$ cat config.mk
export PLATFORM = sky130hd
export DESIGN_NAME = morse_key_decoder_top_flat
export DESIGN_NICKNAME = d
export VERILOG_FILES = /design/src/sv/mkd_pkg.sv /design/src/sv/mkd_if.sv /design/src/sv/mkd_match.sv /design/src/sv/morse_key_decoder_top.sv /design/src/flat_wrapper.sv
export SDC_FILE = /design/constraint.sdc
export NUM_CORES = 1
export LEC_CHECK = 0
export ABC_AREA = 1
export BUFFER_PORTS_ARGS = -buffer_cell sky130_fd_sc_hd__buf_2
export CORE_UTILIZATION = 53
export CTS_CLUSTER_DIAMETER = 120
export CTS_CLUSTER_SIZE = 30
export DETAILED_ROUTE_END_ITERATION = 12
export PLACE_DENSITY = 0.79
export SLEW_MARGIN = 40
export SYNTH_ARGS = -nofsm -noshare
export SYNTH_HDL_FRONTEND = slang
export SYNTH_SLANG_ARGS = --single-unit
export TNS_END_PERCENT = 50
$ cat constraint.sdc
create_clock -name clock -period 2.2 [get_ports clock]
set_input_delay 0.55 -clock clock [delete_from_list [all_inputs] [get_ports clock]]
set_output_delay 0.55 -clock clock [all_outputs]
set_load 0.02 [all_outputs]
$ cat src/sv/mkd_pkg.sv
package mkd_pkg;

   localparam int MAX_SYMBOLS   = 8;
   localparam int TABLE_LETTERS = 26;

   localparam int DUR_W   = 16;
   localparam int SYM_W   = 8;
   localparam int PCNT_W  = $clog2(MAX_SYMBOLS + 1);
   localparam int LCNT_W  = 4;
   localparam int LTR_W   = 5;
   localparam int KIND_W  = 3;
   localparam int CSR_A_W = 2;
   localparam int CSR_D_W = 16;

   typedef logic [DUR_W-1:0]   dur_type;
   typedef logic [SYM_W-1:0]   sym_type;
   typedef logic [PCNT_W-1:0]  pcnt_type;
   typedef logic [LCNT_W-1:0]  lcnt_type;
   typedef logic [LTR_W-1:0]   ltr_type;
   typedef logic [CSR_A_W-1:0] csr_addr_type;
   typedef logic [CSR_D_W-1:0] csr_data_type;

   typedef enum logic [KIND_W-1:0] {
      EV_NONE    = 3'd0,
      EV_DOT     = 3'd1,
      EV_DASH    = 3'd2,
      EV_INVALID = 3'd3,
      EV_LETTER  = 3'd4,
      EV_NOMATCH = 3'd5
   } event_kind_type;

   localparam logic OP_PRESS = 1'b0;
   localparam logic OP_GAP   = 1'b1;

   localparam csr_addr_type CSR_LETTER_GAP  = 2'd0;
   localparam csr_addr_type CSR_DOT_DASH    = 2'd1;
   localparam csr_addr_type CSR_MAX_PRESS   = 2'd2;
   localparam csr_addr_type CSR_MSG_LETTERS = 2'd3;

   localparam dur_type  RST_LETTER_GAP  = 16'd200;
   localparam dur_type  RST_DOT_DASH    = 16'd100;
   localparam dur_type  RST_MAX_PRESS   = 16'd700;
   localparam lcnt_type RST_MSG_LETTERS = 4'd4;

   // code bits (symbol i at bit i, dash = 1), A..Z
   localparam sym_type MORSE_BITS [TABLE_LETTERS] = '{
      8'd2, 8'd1, 8'd5, 8'd1, 8'd0, 8'd4, 8'd3, 8'd0, 8'd0, 8'd14, 8'd5, 8'd2, 8'd3,
      8'd1, 8'd7, 8'd6, 8'd11, 8'd2, 8'd0, 8'd1, 8'd4, 8'd8, 8'd6, 8'd9, 8'd13, 8'd3
   };
   // symbol counts, A..Z
   localparam logic [2:0] MORSE_LEN [TABLE_LETTERS] = '{
      3'd2, 3'd4, 3'd4, 3'd3, 3'd1, 3'd4, 3'd3, 3'd4, 3'd2, 3'd4, 3'd3, 3'd4, 3'd2,
      3'd2, 3'd3, 3'd4, 3'd4, 3'd3, 3'd3, 3'd1, 3'd3, 3'd4, 3'd3, 3'd4, 3'd4, 3'd4
   };

endpackage

$ cat src/sv/mkd_if.sv
interface mkd_req_if;
   import mkd_pkg::*;
   logic    valid;
   logic    ready;
   logic    operation;
   dur_type duration_ms;
   modport source (output valid, output operation, output duration_ms, input ready);
   modport sink (input valid, input operation, input duration_ms, output ready);
endinterface

interface mkd_rsp_if;
   import mkd_pkg::*;
   logic     valid;
   logic     ready;
   logic [KIND_W-1:0] event_kind;
   ltr_type  letter_index;
   lcnt_type letters_so_far;
   logic     message_done;
   modport source (output valid, output event_kind, output letter_index,
                   output letters_so_far, output message_done, input ready);
   modport sink (input valid, input event_kind, input letter_index,
                 input letters_so_far, input message_done, output ready);
endinterface

interface mkd_csr_if;
   import mkd_pkg::*;
   logic         valid;
   logic         ready;
   csr_addr_type index;
   csr_data_type data;
   modport source (output valid, output index, output data, input ready);
   modport sink (input valid, input index, input data, output ready);
endinterface

$ cat src/sv/mkd_match.sv
module mkd_match (
   input  mkd_pkg::sym_type  symbols,
   input  mkd_pkg::pcnt_type count,
   output logic              hit,
   output mkd_pkg::ltr_type  index
);
   import mkd_pkg::*;

   // codes are unique, so scanning down leaves the single match
   always_comb begin
      hit   = 1'b0;
      index = '0;
      for (int i = TABLE_LETTERS - 1; i >= 0; i--) begin
         if (count == PCNT_W'(MORSE_LEN[i]) && symbols == MORSE_BITS[i]) begin
            hit   = 1'b1;
            index = LTR_W'(i);
         end
      end
   end
endmodule

$ cat src/sv/morse_key_decoder_top.sv
// Channel    Port       Dir   Fields
// --------   --------   ---   ------------------------------------------------
// request    req_item   in    operation, duration_ms
// response   rsp_item   out   event_kind, letter_index, letters_so_far, message_done
// register   csr_wr     in    index (0..3), data
//
// One response per request item, registered in the result register.
// A new item is taken every cycle while the result register is empty or being drained.
// The pattern match is a single pass over the 26-entry constant code table.
// Synchronous active-high reset: registers go to 200/100/700/4, decoder state clears.
// A stalled response holds; the request side stalls only while the result is stuck.
module morse_key_decoder_top (
   input logic     clock,
   input logic     reset,
   mkd_req_if.sink   req_item,
   mkd_rsp_if.source rsp_item,
   mkd_csr_if.sink   csr_wr
);
   import mkd_pkg::*;

   // configuration
   dur_type  letter_gap_ff, letter_gap_in;
   dur_type  dot_dash_ff, dot_dash_in;
   dur_type  max_press_ff, max_press_in;
   lcnt_type msg_letters_ff, msg_letters_in;

   // decoder state
   sym_type  sym_ff, sym_in;
   pcnt_type pcnt_ff, pcnt_in;
   lcnt_type lcnt_ff, lcnt_in;

   // result register
   logic           rsp_valid_ff, rsp_valid_in;
   event_kind_type kind_ff, kind_in;
   ltr_type        letter_ff, letter_in;
   lcnt_type       so_far_ff, so_far_in;
   logic           done_ff, done_in;

   logic     req_fire;
   logic     is_dash;
   logic     match_hit;
   ltr_type  match_idx;
   lcnt_type lcnt_inc;

   assign csr_wr.ready   = 1'b1;
   assign req_item.ready = !rsp_valid_ff || rsp_item.ready;
   assign req_fire       = req_item.valid && req_item.ready;

   assign rsp_item.valid          = rsp_valid_ff;
   assign rsp_item.event_kind     = kind_ff;
   assign rsp_item.letter_index   = letter_ff;
   assign rsp_item.letters_so_far = so_far_ff;
   assign rsp_item.message_done   = done_ff;

   mkd_match u_match (
      .symbols (sym_ff),
      .count   (pcnt_ff),
      .hit     (match_hit),
      .index   (match_idx)
   );

   // register writes
   always_comb begin
      letter_gap_in  = letter_gap_ff;
      dot_dash_in    = dot_dash_ff;
      max_press_in   = max_press_ff;
      msg_letters_in = msg_letters_ff;
      if (csr_wr.valid) begin
         case (csr_wr.index)
            CSR_LETTER_GAP:  letter_gap_in  = csr_wr.data;
            CSR_DOT_DASH:    dot_dash_in    = csr_wr.data;
            CSR_MAX_PRESS:   max_press_in   = csr_wr.data;
            CSR_MSG_LETTERS: msg_letters_in = csr_wr.data[LCNT_W-1:0];
            default: ;
         endcase
      end
   end

   assign is_dash  = !(req_item.duration_ms < dot_dash_ff);
   assign lcnt_inc = lcnt_ff + LCNT_W'(1);

   // one item: classify, update pattern/count, build the result
   always_comb begin
      sym_in    = sym_ff;
      pcnt_in   = pcnt_ff;
      lcnt_in   = lcnt_ff;
      kind_in   = EV_NONE;
      letter_in = '0;
      so_far_in = lcnt_ff;
      done_in   = 1'b0;
      if (req_fire) begin
         if (req_item.operation == OP_PRESS) begin
            if (req_item.duration_ms > max_press_ff) begin
               kind_in = EV_INVALID;
            end else begin
               kind_in = is_dash ? EV_DASH : EV_DOT;
               // only the first SYM_W symbols are kept
               if (32'(pcnt_ff) < 32'(SYM_W) && is_dash) begin
                  sym_in = sym_ff | (SYM_W'(1) << pcnt_ff);
               end
               if (32'(pcnt_ff) < 32'(MAX_SYMBOLS)) begin
                  pcnt_in = pcnt_ff + PCNT_W'(1);
               end
            end
         end else if (pcnt_ff != '0 && req_item.duration_ms > letter_gap_ff) begin
            sym_in  = '0;
            pcnt_in = '0;
            if (match_hit) begin
               kind_in   = EV_LETTER;
               letter_in = match_idx;
               so_far_in = lcnt_inc;
               // a message length of zero completes on every letter
               if (lcnt_inc >= msg_letters_ff) begin
                  done_in = 1'b1;
                  lcnt_in = '0;
               end else begin
                  lcnt_in = lcnt_inc;
               end
            end else begin
               kind_in = EV_NOMATCH;
            end
         end
      end
   end

   always_comb begin
      rsp_valid_in = rsp_valid_ff;
      if (req_fire) begin
         rsp_valid_in = 1'b1;
      end else if (rsp_item.ready) begin
         rsp_valid_in = 1'b0;
      end
   end

   always_ff @(posedge clock) begin
      if (reset) begin
         letter_gap_ff  <= RST_LETTER_GAP;
         dot_dash_ff    <= RST_DOT_DASH;
         max_press_ff   <= RST_MAX_PRESS;
         msg_letters_ff <= RST_MSG_LETTERS;
         sym_ff         <= '0;
         pcnt_ff        <= '0;
         lcnt_ff        <= '0;
         rsp_valid_ff   <= 1'b0;
      end else begin
         letter_gap_ff  <= letter_gap_in;
         dot_dash_ff    <= dot_dash_in;
         max_press_ff   <= max_press_in;
         msg_letters_ff <= msg_letters_in;
         sym_ff         <= sym_in;
         pcnt_ff        <= pcnt_in;
         lcnt_ff        <= lcnt_in;
         rsp_valid_ff   <= rsp_valid_in;
      end
   end

   // result payload loads only with a new item
   always_ff @(posedge clock) begin
      if (req_fire) begin
         kind_ff   <= kind_in;
         letter_ff <= letter_in;
         so_far_ff <= so_far_in;
         done_ff   <= done_in;
      end
   end

   // pending count saturates at the symbol limit
   a_pcnt_sat: assert property (@(posedge clock) disable iff (reset)
      32'(pcnt_ff) <= 32'(MAX_SYMBOLS))
      else $error("pending count beyond limit");

   // a letter-ending gap empties the pattern
   a_gap_clears: assert property (@(posedge clock) disable iff (reset)
      req_fire && req_item.operation == OP_GAP && pcnt_ff != '0
         && req_item.duration_ms > letter_gap_ff |=> pcnt_ff == '0 && sym_ff == '0)
      else $error("pattern not cleared after letter gap");

   // message completion only comes with a decoded letter
   a_done_letter: assert property (@(posedge clock) disable iff (reset)
      rsp_valid_ff && done_ff |-> kind_ff == EV_LETTER)
      else $error("message done without a letter");

   // a completed message restarts the count
   a_done_clears: assert property (@(posedge clock) disable iff (reset)
      req_fire && done_in |=> lcnt_ff == '0)
      else $error("letter count not cleared on message done");

   // letter index is zero unless a letter was decoded
   a_idx_zero: assert property (@(posedge clock) disable iff (reset)
      rsp_valid_ff && kind_ff != EV_LETTER |-> letter_ff == '0)
      else $error("stray letter index");
endmodule
$ cat src/flat_wrapper.sv
// flat-port wrapper written by rule: the top's interface ports become plain ports
module morse_key_decoder_top_flat import mkd_pkg::*;
  (clock, reset, req_item_valid, req_item_operation, req_item_duration_ms, req_item_ready, rsp_item_valid, rsp_item_event_kind, rsp_item_letter_index, rsp_item_letters_so_far, rsp_item_message_done, rsp_item_ready, csr_wr_valid, csr_wr_index, csr_wr_data, csr_wr_ready);
  mkd_req_if req_item_i ();
  mkd_rsp_if rsp_item_i ();
  mkd_csr_if csr_wr_i ();
  input logic clock;
  input logic reset;
  input wire logic [$bits(req_item_i.valid)-1:0] req_item_valid;
  input wire logic [$bits(req_item_i.operation)-1:0] req_item_operation;
  input wire logic [$bits(req_item_i.duration_ms)-1:0] req_item_duration_ms;
  output wire logic [$bits(req_item_i.ready)-1:0] req_item_ready;
  output wire logic [$bits(rsp_item_i.valid)-1:0] rsp_item_valid;
  output wire logic [$bits(rsp_item_i.event_kind)-1:0] rsp_item_event_kind;
  output wire logic [$bits(rsp_item_i.letter_index)-1:0] rsp_item_letter_index;
  output wire logic [$bits(rsp_item_i.letters_so_far)-1:0] rsp_item_letters_so_far;
  output wire logic [$bits(rsp_item_i.message_done)-1:0] rsp_item_message_done;
  input wire logic [$bits(rsp_item_i.ready)-1:0] rsp_item_ready;
  input wire logic [$bits(csr_wr_i.valid)-1:0] csr_wr_valid;
  input wire logic [$bits(csr_wr_i.index)-1:0] csr_wr_index;
  input wire logic [$bits(csr_wr_i.data)-1:0] csr_wr_data;
  output wire logic [$bits(csr_wr_i.ready)-1:0] csr_wr_ready;
  assign req_item_i.valid = req_item_valid;
  assign req_item_i.operation = req_item_operation;
  assign req_item_i.duration_ms = req_item_duration_ms;
  assign req_item_ready = req_item_i.ready;
  assign rsp_item_valid = rsp_item_i.valid;
  assign rsp_item_event_kind = rsp_item_i.event_kind;
  assign rsp_item_letter_index = rsp_item_i.letter_index;
  assign rsp_item_letters_so_far = rsp_item_i.letters_so_far;
  assign rsp_item_message_done = rsp_item_i.message_done;
  assign rsp_item_i.ready = rsp_item_ready;
  assign csr_wr_i.valid = csr_wr_valid;
  assign csr_wr_i.index = csr_wr_index;
  assign csr_wr_i.data = csr_wr_data;
  assign csr_wr_ready = csr_wr_i.ready;
  morse_key_decoder_top u_core (.clock(clock), .reset(reset), .req_item(req_item_i), .rsp_item(rsp_item_i), .csr_wr(csr_wr_i));
endmodule
After elaboration in Yosys (flattened, before gate mapping)
Index checks and enable logic that the tools add are counted.
{"block": "word_totals", "regBits": 82, "latch_bits": 0, "ram_bits": 0, "mem_bits_ro": 0, "wordCells": 171, "mem_count": 0}
{"block": "classes", "add_sub_neg": 2, "mul": 0, "div_mod_pow": 0, "order_cmp": 5, "n_eq_ne": 21, "shifts": 1, "muxes": 71, "n_bitwise": 4, "n_reduce_logical": 51}
{"op": "2-to-1 mux 4 bit", "n": 16}
{"op": "2-to-1 mux 5 bit", "n": 10}
{"op": "equality test 8 x 4 -> 1 bit (second input constant)", "n": 5}
{"op": "equality test 8 x 3 -> 1 bit (second input constant)", "n": 4}
{"op": "> comparator 16 bit", "n": 2}
{"op": "2-to-1 mux 8 bit", "n": 4}
{"op": "2-to-1 mux 1 bit", "n": 31}
{"op": "logical AND 1 bit", "n": 29}
{"op": "2-to-1 mux 3 bit", "n": 7}
{"op": "OR reduction 19 bit", "n": 1}
{"op": "equality test 8 x 2 -> 1 bit (second input constant)", "n": 2}
{"op": "< comparator 16 bit", "n": 1}
{"op": "AND reduction 4 bit", "n": 3}
{"op": "OR reduction 11 bit", "n": 1}
{"op": "adder 4 x 1 -> 4 bit (second input constant)", "n": 2}
{"op": "equality test 4 x 2 -> 1 bit (second input constant)", "n": 2}
{"op": "equality test 8 x 1 -> 1 bit (second input constant)", "n": 1}
{"op": "zero test 8 bit", "n": 1}
{"op": "OR 8 bit", "n": 1}
{"op": "AND reduction 2 bit", "n": 4}
{"op": "<< shifter 1 x 4 -> 8 bit (first input constant)", "n": 1}
{"op": "OR reduction 7 bit", "n": 1}
{"op": "2-to-1 mux 2 bit", "n": 3}
{"op": "nonzero test 2 bit", "n": 3}
{"op": "16 further kinds", "n": 20}

Longest topological paths before layout
Gate-level depths: netlist of the first run.
{"block": "logic_depth", "ltp_word": 31, "mapped_depth": 15, "depth_no_buf": 15}

By module
From an unflattened synthesis of the first run, not the netlist that was laid out.
{"block": "hier_totals", "cells_unflattened": 717, "hier_area_um2": 5223.8}
{"module": "morse_key_decoder_top", "instances": 1, "cells_per_inst": 601, "area_each_um2": 4672.0}
{"module": "mkd_match", "instances": 1, "cells_per_inst": 116, "area_each_um2": 551.8}

Least setup slack after synthesis of the first run
No wires, ideal clock.
{"block": "synth_path", "kind": "input -> register", "from": "input req_item_duration_ms[3]", "to": "register u_core.so_far_ff[0] (netlist: u_core.rsp_item.letters_so_far[0]), data pin", "t_arrival_ns": 1.798, "t_required_ns": 1.943, "setup_slack_ns": 0.144, "path_stages": 10, "n_path_buf": 1, "path_cell_list": "ha_1 > nand2_1 > o21ai_0 > nand2_1 > nand3_1 > nand2_1 > a21oi_1 > buf_6 > nand2_8 > xor2_2"}
{"block": "synth_between", "elab_chain_len": 4}
{"element": "start, declared", "line": "flat_wrapper.sv:11", "rtl": "input wire logic [$bits(req_item_i.duration_ms)-1:0] req_item_duration_ms;"}
{"element": "> comparator 16 bit", "line": "morse_key_decoder_top.sv:105", "rtl": "end else if (pcnt_ff != '0 && req_item.duration_ms > letter_gap_ff) begin"}
{"element": "logical AND 1 bit", "line": "morse_key_decoder_top.sv:105"}
{"element": "2-to-1 mux 4 bit", "line": "morse_key_decoder_top.sv:105"}
{"element": "2-to-1 mux 4 bit", "line": "morse_key_decoder_top.sv:92", "rtl": "if (req_item.operation == OP_PRESS) begin"}
{"element": "net u_core.so_far_in[0]", "line": "morse_key_decoder_top.sv:36", "rtl": "lcnt_type so_far_ff, so_far_in;"}
{"element": "end signal, assigned", "line": "morse_key_decoder_top.sv:162", "rtl": "so_far_ff <= so_far_in;"}
{"element": "end, declared", "line": "morse_key_decoder_top.sv:36"}
The timed path passes the listed nets, and every way through them passes these cells.
A chain may end at the register's enable or synchronous reset.

Worst setup path in the final report of the first run
{"block": "layout_path", "from": "register u_core.pcnt_ff[0]", "to": "register u_core.so_far_ff[2] (netlist: u_core.rsp_item.letters_so_far[2]), data pin"}
{"block": "layout_between", "elab_chain_len": 31, "word_cells_on_any_way": 61, "classes_between": "eq/ne (4); mux (29); reduce/logical (28)"}
{"element": "start, declared", "line": "morse_key_decoder_top.sv:29", "rtl": "pcnt_type pcnt_ff, pcnt_in;"}
{"element": "start signal, assigned", "line": "morse_key_decoder_top.sv:151", "rtl": "pcnt_ff <= pcnt_in;"}
{"element": "equality test 4 x 3 -> 1 bit", "line": "mkd_match.sv:14", "rtl": "if (count == PCNT_W'(MORSE_LEN[i]) && symbols == MORSE_BITS[i]) begin"}
{"element": "logical AND 1 bit", "line": "mkd_match.sv:14"}
{"element": "2-to-1 mux 1 bit (26 in a row)", "line": "mkd_match.sv:14"}
{"element": "2-to-1 mux 4 bit", "line": "morse_key_decoder_top.sv:108", "rtl": "if (match_hit) begin"}
{"element": "2-to-1 mux 4 bit *", "line": "morse_key_decoder_top.sv:105"}
{"element": "2-to-1 mux 4 bit *", "line": "morse_key_decoder_top.sv:92"}
{"element": "net u_core.so_far_in[2]", "line": "morse_key_decoder_top.sv:36"}
The timed path passes the listed nets; every way through them passes the cells marked *.

==> results of run 1 <==
tightest hold or removal path: stages, from the launching register on:
cell and delay (ns):
dfxtp_1 0.32, inv_1 0.05, a21oi_1 0.05
through the flow:
step | util | cells
after floorplan | - | 657
after global placement | 0.611 | 823
after detailed placement | 0.611 | 823
after CTS | 0.634 | 841
after global routing | 0.640 | 842
final | 0.640 | 842
registers in the layout, indices dropped and copies added, names as in the netlist:
register	flops
u_core.rsp_item.letter_index	5
u_core.rsp_item.letters_so_far	4
u_core.rsp_item.event_kind	3
u_core.rsp_item.valid	1
u_core.rsp_item.message_done	1
u_core.letter_gap_ff	16
u_core.lcnt_ff	4
u_core.msg_letters_ff	4
u_core.dot_dash_ff	16
u_core.max_press_ff	16
u_core.sym_ff	8
u_core.pcnt_ff	4
logic make-up after synthesis:
| kind of cell | share of synthesized area |
|---|---|
| flops | 0.360 |
| xor+xnor | 0.00686 |
| buf+inv | 0.102 |
| fa+ha+maj | 0.147 |
| other cells | 0.000762 |
| compound gates | 0.168 |
| simple gates | 0.216 |
area by class of cell:
cell class / count / area, µm² / share of cell area
Clock buffer: 11 / 153 / 0.0270
Tap cell: 108 / 135 / 0.0239
Timing Repair Buffer: 74 / 433 / 0.0764
Inverter: 113 / 424 / 0.0749
Multi-Input combinational cell: 449 / 2710 / 0.478
Clock inverter: 5 / 36.3 / 0.00641
Sequential cell: 82 / 1770 / 0.313
placed cells by master (no fill, tap or decap), types with 8 or more instances in the layout:
master / netlist / layout
inv_1: 103 / 103
nand2_1: 101 / 101
a21oi_1: 78 / 77
dfxtp_1: 69 / 67
ha_1: 58 / 58
o21ai_0: 55 / 54
buf_2: 1 / 54
nor2_1: 52 / 48
nand3_1: 34 / 33
buf_4: 1 / 19
edfxtp_1: 13 / 13
nor2_2: 9 / 12
o211ai_1: 12 / 12
nand4_1: 10 / 10
inv_2: 9 / 9
clkbuf_8: 0 / 9
nand2_2: 8 / 8
cell usage after synthesis (all sizes together):
library cell | number | area share
o31a | 1 | 0.0018
xnor2 | 2 | 0.0036
nand3 | 35 | 0.038
nor2 | 64 | 0.058
clkbuf | 11 | 0.0084
a31oi | 1 | 0.0013
nor3 | 10 | 0.013
nand2 | 110 | 0.091
o21ai | 59 | 0.062
clkinv | 1 | 0.00076
nor4 | 1 | 0.0013
buf | 4 | 0.0071
o221ai | 1 | 0.0018
and2 | 1 | 0.0013
xor2 | 1 | 0.0033
ha | 58 | 0.15
a21oi | 78 | 0.079
inv | 112 | 0.085
nand4 | 10 | 0.013
dfxtp | 69 | 0.28
o211ai | 12 | 0.018
o21bai | 2 | 0.0030
edfxtp | 13 | 0.079
conb | 1 | 0.00076
where the power goes:
part / leakage, nW / total (mW) / internal [mW] / switching [mW]
Sequential: 0.696 / 1.62 / 1.60 / 0.0289
Combinational: 1.91 / 0.693 / 0.262 / 0.431
Clock: 0.0887 / 1.06 / 0.482 / 0.574
Total: 2.69 / 3.37 / 2.34 / 1.03
final timing paths:
path                                        from                                          end  slack (ns)  depth (start not counted)
hold / removal     u_core.sym_ff[4]$_SDFFE_PP0P_                u_core.sym_ff[4]$_SDFFE_PP0P_        0.45                          2
hold reg to reg    u_core.sym_ff[4]$_SDFFE_PP0P_                u_core.sym_ff[4]$_SDFFE_PP0P_        0.45                          2
setup / recovery  u_core.pcnt_ff[0]$_SDFFE_PP0P_  u_core.rsp_item.letters_so_far[2]$_DFFE_PP_        0.12                         13
setup reg to reg  u_core.pcnt_ff[0]$_SDFFE_PP0P_  u_core.rsp_item.letters_so_far[2]$_DFFE_PP_        0.12                         13
routing by layer:
layer  part of all wire  wire [µm]  vias to the layer above  global-route usage
met3              0.049        544                       12              0.0315
li1                   -          -                     2310                   -
met2               0.47       5280                      124               0.420
met5                  0          0                        -                   0
met1               0.47       5210                     2038               0.324
met4              0.013        143                        0              0.0873
what timing repair did:
action / in CTS / in global routing
endpoints found under the hold margin: 0 / 0
pin swaps: 1 / 1
gates cloned: 1 / 1
gates resized for setup: 1 / 14
buffers inserted: 1 / 0
hold buffers: 0 / 0
endpoints found under the setup margin: 4 / 26
==> results.cfg, run 1 <==
[clock_tree]
clkTransAtPathRegs_ns = 0.08
cts_tree = done
cts_sinks = 82
clk_path_buf_depth = 2
cts_buffers = 9
htreeDepth = 3
clk_latency_ns = 0.36
cts_root_buffer = clkbuf_8

[setup_path]
end_kind = flop
cp-start-kind = flop
critPathTopFamily = simple AND/OR/NAND/NOR gates
slowest_stage = dfxtp_1
path_buf_inv = 2
critPathKind = flop to flop
crit_path_frequent_cell = nand2_1
path_max_fanout = 7
cp.arrival_ns = 2.19
cp_slowest_stage_delay_ns = 0.37
critPathRequiredTime_ns = 2.31
path_cells = inv_1 -> ha_1 -> nand3_4 -> nor2_2 -> nand2_1 -> nand2_1 -> nor2_2 -> nand2_1 -> nor2_4 -> nand2_4 -> nand2_8 -> buf_4 -> o21ai_2

[detailed_routing]
wl_mm = 11.2
drc = 3
drtPass1Iterations = 11
viasPerCell = 5.33
num_vias = 4484
ant_nets = 0
drt-wirelength-per-cell_um = 13.3
drt_iter0_markers = 176

[power]
p_per_area_nw_per_um2 = 596
vdd_drop_max_uv = 345
total_power_mw = 3.37
p_leak_nw = 2.69

[global_routing]
grt_pass1_vias = 4326
antenna_found_initial = 0
grt_usage = 0.247
grt_overflow = 0
grt_max_degree = 55
grt_pass1_wl_mm = 19.3

[synth]
syn_inst = 657
yosys_warnings = 0
ys_types = 35
ys_seq_area_frac = 0.360
avgSynthCellArea_um2 = 7.49
synth_area_um2 = 4920
synth_fp_nets = 755
synth.ff_latch_count = 82

[finish]
nFillCells = 775
fin_nets = 827
syn2layout_area_growth_pct = 15.0
fin_area_um2 = 5660
drive_gt1_frac = 0.188
antenna_cells = 0

[timing]
skew_ns = 0.0131
fin_crit_ns = 2.08
max_freq_mhz = 482
hold_ws_ns = 0.454
finalSetupTns_ns = 0
max_slew.worst_pin.slew_ns = 0.759
maxSlewHeadroom = 0.493
period_share = 0.944
setup_viol = 0
rsz0062_at_grt = yes
setup_ws_ns = 0.124
drv_slew = 0
hold_violations = 0

[min_path]
hp-class = flop to flop

[placed_design]
port-buffer-count = 54
place_hpwl_mm = 8.65
place.gp.congestion = 0.937
dp_slack_ns = -0.153
placed_area_um2 = 5410

[floorplanning]
die_area_um2 = 9680
die_h_um = 98.4
num_rows = 34
io_pins = 56
die_x_um = 98.4
initial_utilization = 0.556
fp.coreArea_um2 = 8850

[run]
cap_violations = 0

[outcome]
status = complete, but fails checks
failed_checks = DRC
Note: power is estimated with default switching activity, not from simulation.
==> run 2: changes to the inputs <==
Settings changed: CORE_UTILIZATION 53 to 55, CTS_BUF_LIST set to sky130_fd_sc_hd__clkbuf_4, PLACE_DENSITY 0.79 to 0.82.
==> run 2 against run 1 <==
The flow now finishes without violations. Clock skew increased by 0.012 ns. Cell area increased by 0.20%. Global-route usage increased by 0.96 points. Fmax decreased by 0.41%. Worst hold slack got worse by 0.11 ns. Die area decreased by 3.6%. Sequential share of layout area about the same. Highest routed layer unchanged. Register-to-register slack about the same. Utilization increased by 1.4 points. Via count increased by 3.0%.
==> results.cfg, run 2 (synthesized netlist as in run 1, its figures left out) <==
[setup_path]
startpoint = u_core.letter_gap_ff[15]$_SDFFE_PP0P_
r2r_cells = 10
r2r_setup_slack_ns = 0.12
path_max_fanout = 11
worstSetupEndpoint = u_core.rsp_item.letter_index[3]$_SDFFCE_PP0P_
cp-start-kind = flop
end_kind = flop
rr_endpoint = u_core.rsp_item.letter_index[3]$_SDFFCE_PP0P_
critPathKind = flop to flop
critPathRequiredTime_ns = 2.50
r2r_start = u_core.letter_gap_ff[15]$_SDFFE_PP0P_
cp.arrival_ns = 2.39

[timing]
maxSlewHeadroom = 0.512
skew_ns = 0.0256
drv_slew = 0
period_share = 0.948
hold_violations = 0
rsz0062_at_grt = yes
fin_crit_ns = 2.08
setup_ws_ns = 0.115
max_slew.worst_pin.slew_ns = 0.732
setup_viol = 0
max_freq_mhz = 480
hold_ws_ns = 0.348

[power]
seqPwrFrac = 0.501
internal-power_mw = 2.23
p_per_area_nw_per_um2 = 573
power_frac_comb = 0.221
vdd_drop_max_uv = 408
power_switching_mw = 1.02
p_sw_frac = 0.313
p_leak_nw = 2.71
clkPwrFrac = 0.278

[clock_tree]
clk_path_buf_depth = 2
cts_buffers = 9
clk_latency_ns = 0.44
cts_sinks = 82
cts_root_buffer = clkbuf_4
htreeDepth = 3
clkTransAtPathRegs_ns = 0.14
cts_tree = done
hold_buffers = 0

[finish]
syn2layout_area_growth_pct = 15.2
layout_commonest_cell = inv_1
drive_gt1_frac = 0.200
fin_nets = 833
top_regs = u_core.dot_dash_ff x16, u_core.letter_gap_ff x16, u_core.max_press_ff x16
final_cell_mix = inv_1 (101), nand2_1 (99), a21oi_1 (76), dfxtp_1 (67), ha_1 (57)
antenna_cells = 0

[detailed_routing]
ant_nets = 0
num_vias = 4620
wl_mm = 11.7
drc = 0
drt_iter0_markers = 240
drt-wirelength-per-cell_um = 13.8
drtPass1Iterations = 5
viasPerCell = 5.45

[global_routing]
grt_max_degree = 39
grt_overflow = 0
antenna_found_initial = 0
grt_pass1_vias = 4407
grt_usage = 0.257
grt_pass1_wl_mm = 19.7

[placed_design]
place_hpwl_mm = 8.91
dp_slack_ns = -0.202
port-buffer-count = 54
place.gp.congestion = 0.973

[floorplanning]
num_rows = 34
initial_utilization = 0.567
fp.coreArea_um2 = 8680
io_pins = 56
die_x_um = 96.6
die_h_um = 96.6
die_area_um2 = 9330

[min_path]
hp-class = primary input to flop

[run]
cap_violations = 0

[outcome]
status = complete, no violations
[run 2: cell count changes in the layout (fill, tap and decap cells not counted), moves of 3 or more]
cell,previous run,this run
clkbuf_4,0,10
clkbuf_8,9,0
buf_4,19,26
nor2_2,12,9
[run 2: repair_timing]
item,in CTS,in global routing
gates resized for setup,4,16
hold endpoints to repair,0,0
setup endpoints to repair,13,27
pin swaps,1,7
setup buffers,0,7
gates cloned,0,2
[run 2: worst min-delay path by stage]
stage | start | to | depth (start not counted) | slack (ns)
6_report | csr_wr_data[9] | u_core.max_press_ff[9]$_SDFFE_PP1P_ | 3 | 0.35
5_1_grt | reset | u_core.lcnt_ff[1]$_SDFFE_PP0P_ | 2 | 0.35
4_1_cts | csr_wr_data[9] | u_core.max_press_ff[9]$_SDFFE_PP1P_ | 3 | 0.34
3_5_place_dp | u_core.sym_ff[4]$_SDFFE_PP0P_ | u_core.sym_ff[4]$_SDFFE_PP0P_ | 2 | 0.44
3_3_place_gp | u_core.sym_ff[7]$_SDFFE_PP0P_ | u_core.sym_ff[7]$_SDFFE_PP0P_ | 2 | 0.44
2_1_floorplan | u_core.sym_ff[5]$_SDFFE_PP0P_ | u_core.sym_ff[5]$_SDFFE_PP0P_ | 2 | 0.43
[run 2: layer usage]
layer,global-route usage,vias to the layer above,part of all wire
li1,-,2325,-
met1,0.314,2108,0.42
met2,0.450,163,0.49
met3,0.0354,24,0.057
met4,0.113,0,0.026
met5,0,-,0
[run 2: cell type report]
class / count / area (µm²)
multi-input combinational: 449 / 2730
clock inverter: 6 / 65.1
inverter: 113 / 424
sequential: 82 / 1780
clock buffer: 10 / 75.1
timing repair buffer: 80 / 465
fill: 743 / 3000
tap: 108 / 135
[run 2: power groups by stage]
stage / clock, mW / sequential, mW / combinational, mW
floorplan: 0 / 1.68 / 0.423
global placement: 0 / 1.66 / 0.621
detailed placement: 0 / 1.66 / 0.652
CTS: 0.915 / 1.63 / 0.661
global route: 0.987 / 1.63 / 0.814
finish: 0.905 / 1.63 / 0.718
[run 2: worst max-delay path, stage by stage, from the launching register on]
cell	delay [ns]
dfxtp_1	0.33
inv_1	0.05
ha_1	0.28
nand2_1	0.16
nor3_1	0.30
nand2_1	0.14
a21oi_1	0.14
buf_4	0.22
nand2_8	0.08
buf_4	0.14
nor3_2	0.09
[run 2: per-stage QoR]
step / instances / util / setup TNS [ns] / power, mW / area (µm²)
2_1_floorplan: 657 / - / 0 / 2.10 / 4920
3_3_place_gp: 823 / 0.622 / -2.77 / 2.28 / 5400
3_5_place_dp: 823 / 0.622 / -3.94 / 2.31 / 5400
4_1_cts: 839 / 0.639 / 0 / 3.20 / 5550
5_1_grt: 848 / 0.654 / -0.225 / 3.44 / 5670
6_report: 848 / 0.654 / 0 / 3.25 / 5670
==> run 3: changes to the inputs <==
Settings changed: CELL_PAD_IN_SITES_DETAIL_PLACEMENT set to 1, CELL_PAD_IN_SITES_GLOBAL_PLACEMENT set to 2, CORE_UTILIZATION 55 to 32.
==> run 3 against run 2 <==
Register-to-register slack better by 0.03 ns. Routed wire length is 17% higher. Clock-buffer cell count stayed put. Sequential share of layout area is 0.70 points lower. First-iteration DRC count is 45% lower. Clock power is 0.6% lower. Highest routed layer unchanged. Sequential power hardly changed. Global-route usage is 7.5 points lower. Critical endpoint is now u_core.rsp_item.letter_index[2]$_SDFFCE_PP0P_. Final cell count is 9.8% higher. Combinational power is 4.3% higher. Critical path depth is 3 higher. Setup slack better by 0.032 ns.
==> results.cfg, run 3 (synthesized netlist as in run 1, its figures left out) <==
[floorplanning]
fp.coreArea_um2 = 14800
num_rows = 44
die_area_um2 = 15900
die_h_um = 126
initial_utilization = 0.334
io_pins = 56
die_x_um = 126

[setup_path]
critPathRequiredTime_ns = 2.46
critPathKind = flop to flop
path_max_fanout = 7
r2r_setup_slack_ns = 0.15
cp_slowest_stage_delay_ns = 0.38
end_kind = flop
slowest_stage = dfxtp_2
cp-start-kind = flop
cp.arrival_ns = 2.31
path_cells = inv_1 -> ha_1 -> inv_1 -> nor2_2 -> nand3_1 -> nand2_1 -> nor2_1 -> nand2_2 -> nor2_4 -> nand2_4 -> nand2_8 -> buf_4 -> nor2_1

[timing]
period_share = 0.933
setup_viol = 0
drv_slew = 0
max_slew.worst_pin.slew_ns = 0.724
fin_crit_ns = 2.05
skew_ns = 0.0192
max_freq_mhz = 487
maxSlewHeadroom = 0.514
setup_ws_ns = 0.147
rsz0062_at_grt = no
hold_violations = 0

[power]
vdd_drop_max_uv = 255
p_per_area_nw_per_um2 = 565
p_leak_nw = 2.74

[outcome]
status = complete, no violations

[finish]
fin_nets = 840
top_regs = u_core.dot_dash_ff x16, u_core.letter_gap_ff x16, u_core.max_press_ff x16
drive_gt1_frac = 0.204
syn2layout_area_growth_pct = 17.7
nFillCells = 1854
fin_area_um2 = 5800
fin_util = 0.393
layout_commonest_cell = inv_1
final_cell_mix = inv_1 (101), nand2_1 (100), a21oi_1 (76), dfxtp_1 (65), ha_1 (57)

[clock_tree]
cts_tree = done
cts_buffers = 9
clk_latency_ns = 0.48
cts_sinks = 82
hold_buffers = 0
clk_path_buf_depth = 2
cts_root_buffer = clkbuf_4
clkTransAtPathRegs_ns = 0.14
htreeDepth = 3

[global_routing]
antenna_found_initial = 1
grt_usage = 0.182
grt_pass1_vias = 4782
grt_overflow = 0
grt_pass1_wl_mm = 22.9
grt_max_degree = 35

[run]
cap_violations = 0

[detailed_routing]
drt-wirelength-per-cell_um = 14.8
drt_iter0_markers = 131
viasPerCell = 4.93
wl_mm = 13.7
num_vias = 4591
ant_nets = 0
drtPass1Iterations = 4
drc = 0

[placed_design]
placed_area_um2 = 5590
port-buffer-count = 54
place_hpwl_mm = 10.9
place.gp.congestion = 0.850
dp_slack_ns = -0.168

[min_path]
hp-class = primary input to flop
==> run 3: cell types whose count changed in the layout (fill, tap and decap cells not counted), moves of 2 or more <==
| cell | delta |
|---|---|
| buf_4 | +6 |
| dfxtp_2 | +4 |
| clkinv_1 | +2 |
| clkinv_4 | -2 |
| dfxtp_1 | -2 |
| dfxtp_4 | -2 |
==> run 3: metal layers <==
layer,vias to the layer above,part of all wire,track usage
met2,56,0.49,0.325
met4,0,0.017,0.0666
li1,2336,-,-
met3,18,0.027,0.0310
met1,2181,0.46,0.217
met5,-,0,0
==> run 3: power by group <==
part / internal, mW / switching [mW] / total [mW]
clock: 0.343 / 0.558 / 0.900
combinational: 0.287 / 0.462 / 0.749
sequential: 1.60 / 0.0300 / 1.63
==> run 3: metrics by stage <==
step | setup TNS (ns) | instances | hold slack [ns] | total power [mW]
after floorplan | 0 | 657 | 0.430 | 2.10
after global placement | -2.40 | 910 | 0.434 | 2.34
after detailed placement | -3.04 | 910 | 0.446 | 2.38
after CTS | 0 | 925 | 0.297 | 3.28
after global routing | 0 | 931 | 0.318 | 3.48
final | 0 | 931 | 0.336 | 3.28
==> run 3: final timing paths <==
path / start / end / depth (start not counted)
worst max register to register: u_core.pcnt_ff[0]$_SDFFE_PP0P_ / u_core.rsp_item.letter_index[2]$_SDFFCE_PP0P_ / 13
worst min register to register: u_core.sym_ff[6]$_SDFFE_PP0P_ / u_core.sym_ff[6]$_SDFFE_PP0P_ / 2
worst min-delay path: csr_wr_data[6] / u_core.letter_gap_ff[6]$_SDFFE_PP1P_ / 3
worst max-delay path: u_core.pcnt_ff[0]$_SDFFE_PP0P_ / u_core.rsp_item.letter_index[2]$_SDFFCE_PP0P_ / 13
==> run 3: area by class of cell <==
| type | instances | area, µm² | share of cell area |
|---|---|---|---|
| inverter | 113 | 424 | 0.0732 |
| clock inverter | 5 | 47.5 | 0.00820 |
| multi-input combinational | 449 | 2710 | 0.467 |
| clock buffer | 10 | 75.1 | 0.0130 |
| sequential | 82 | 1780 | 0.307 |
| timing repair buffer | 87 | 531 | 0.0915 |
| tap | 184 | 230 | 0.0397 |
| antenna | 1 | 2.50 | 0.000432 |
==> run 3: worst max-delay path: cells and delay by family (launching register included) <==
family	cells	cell delay, ns
simple gates	9	0.97
flops	1	0.38
buf+inv	3	0.29
fa+ha+maj	1	0.21
==> run 3: repair_timing <==
item | CTS | global route
pin swaps | 0 | 4
setup buffers | 0 | 3
setup endpoints to repair | 8 | 23
resized for setup | 2 | 15
gates cloned | 0 | 2
hold endpoints to repair | 0 | 0
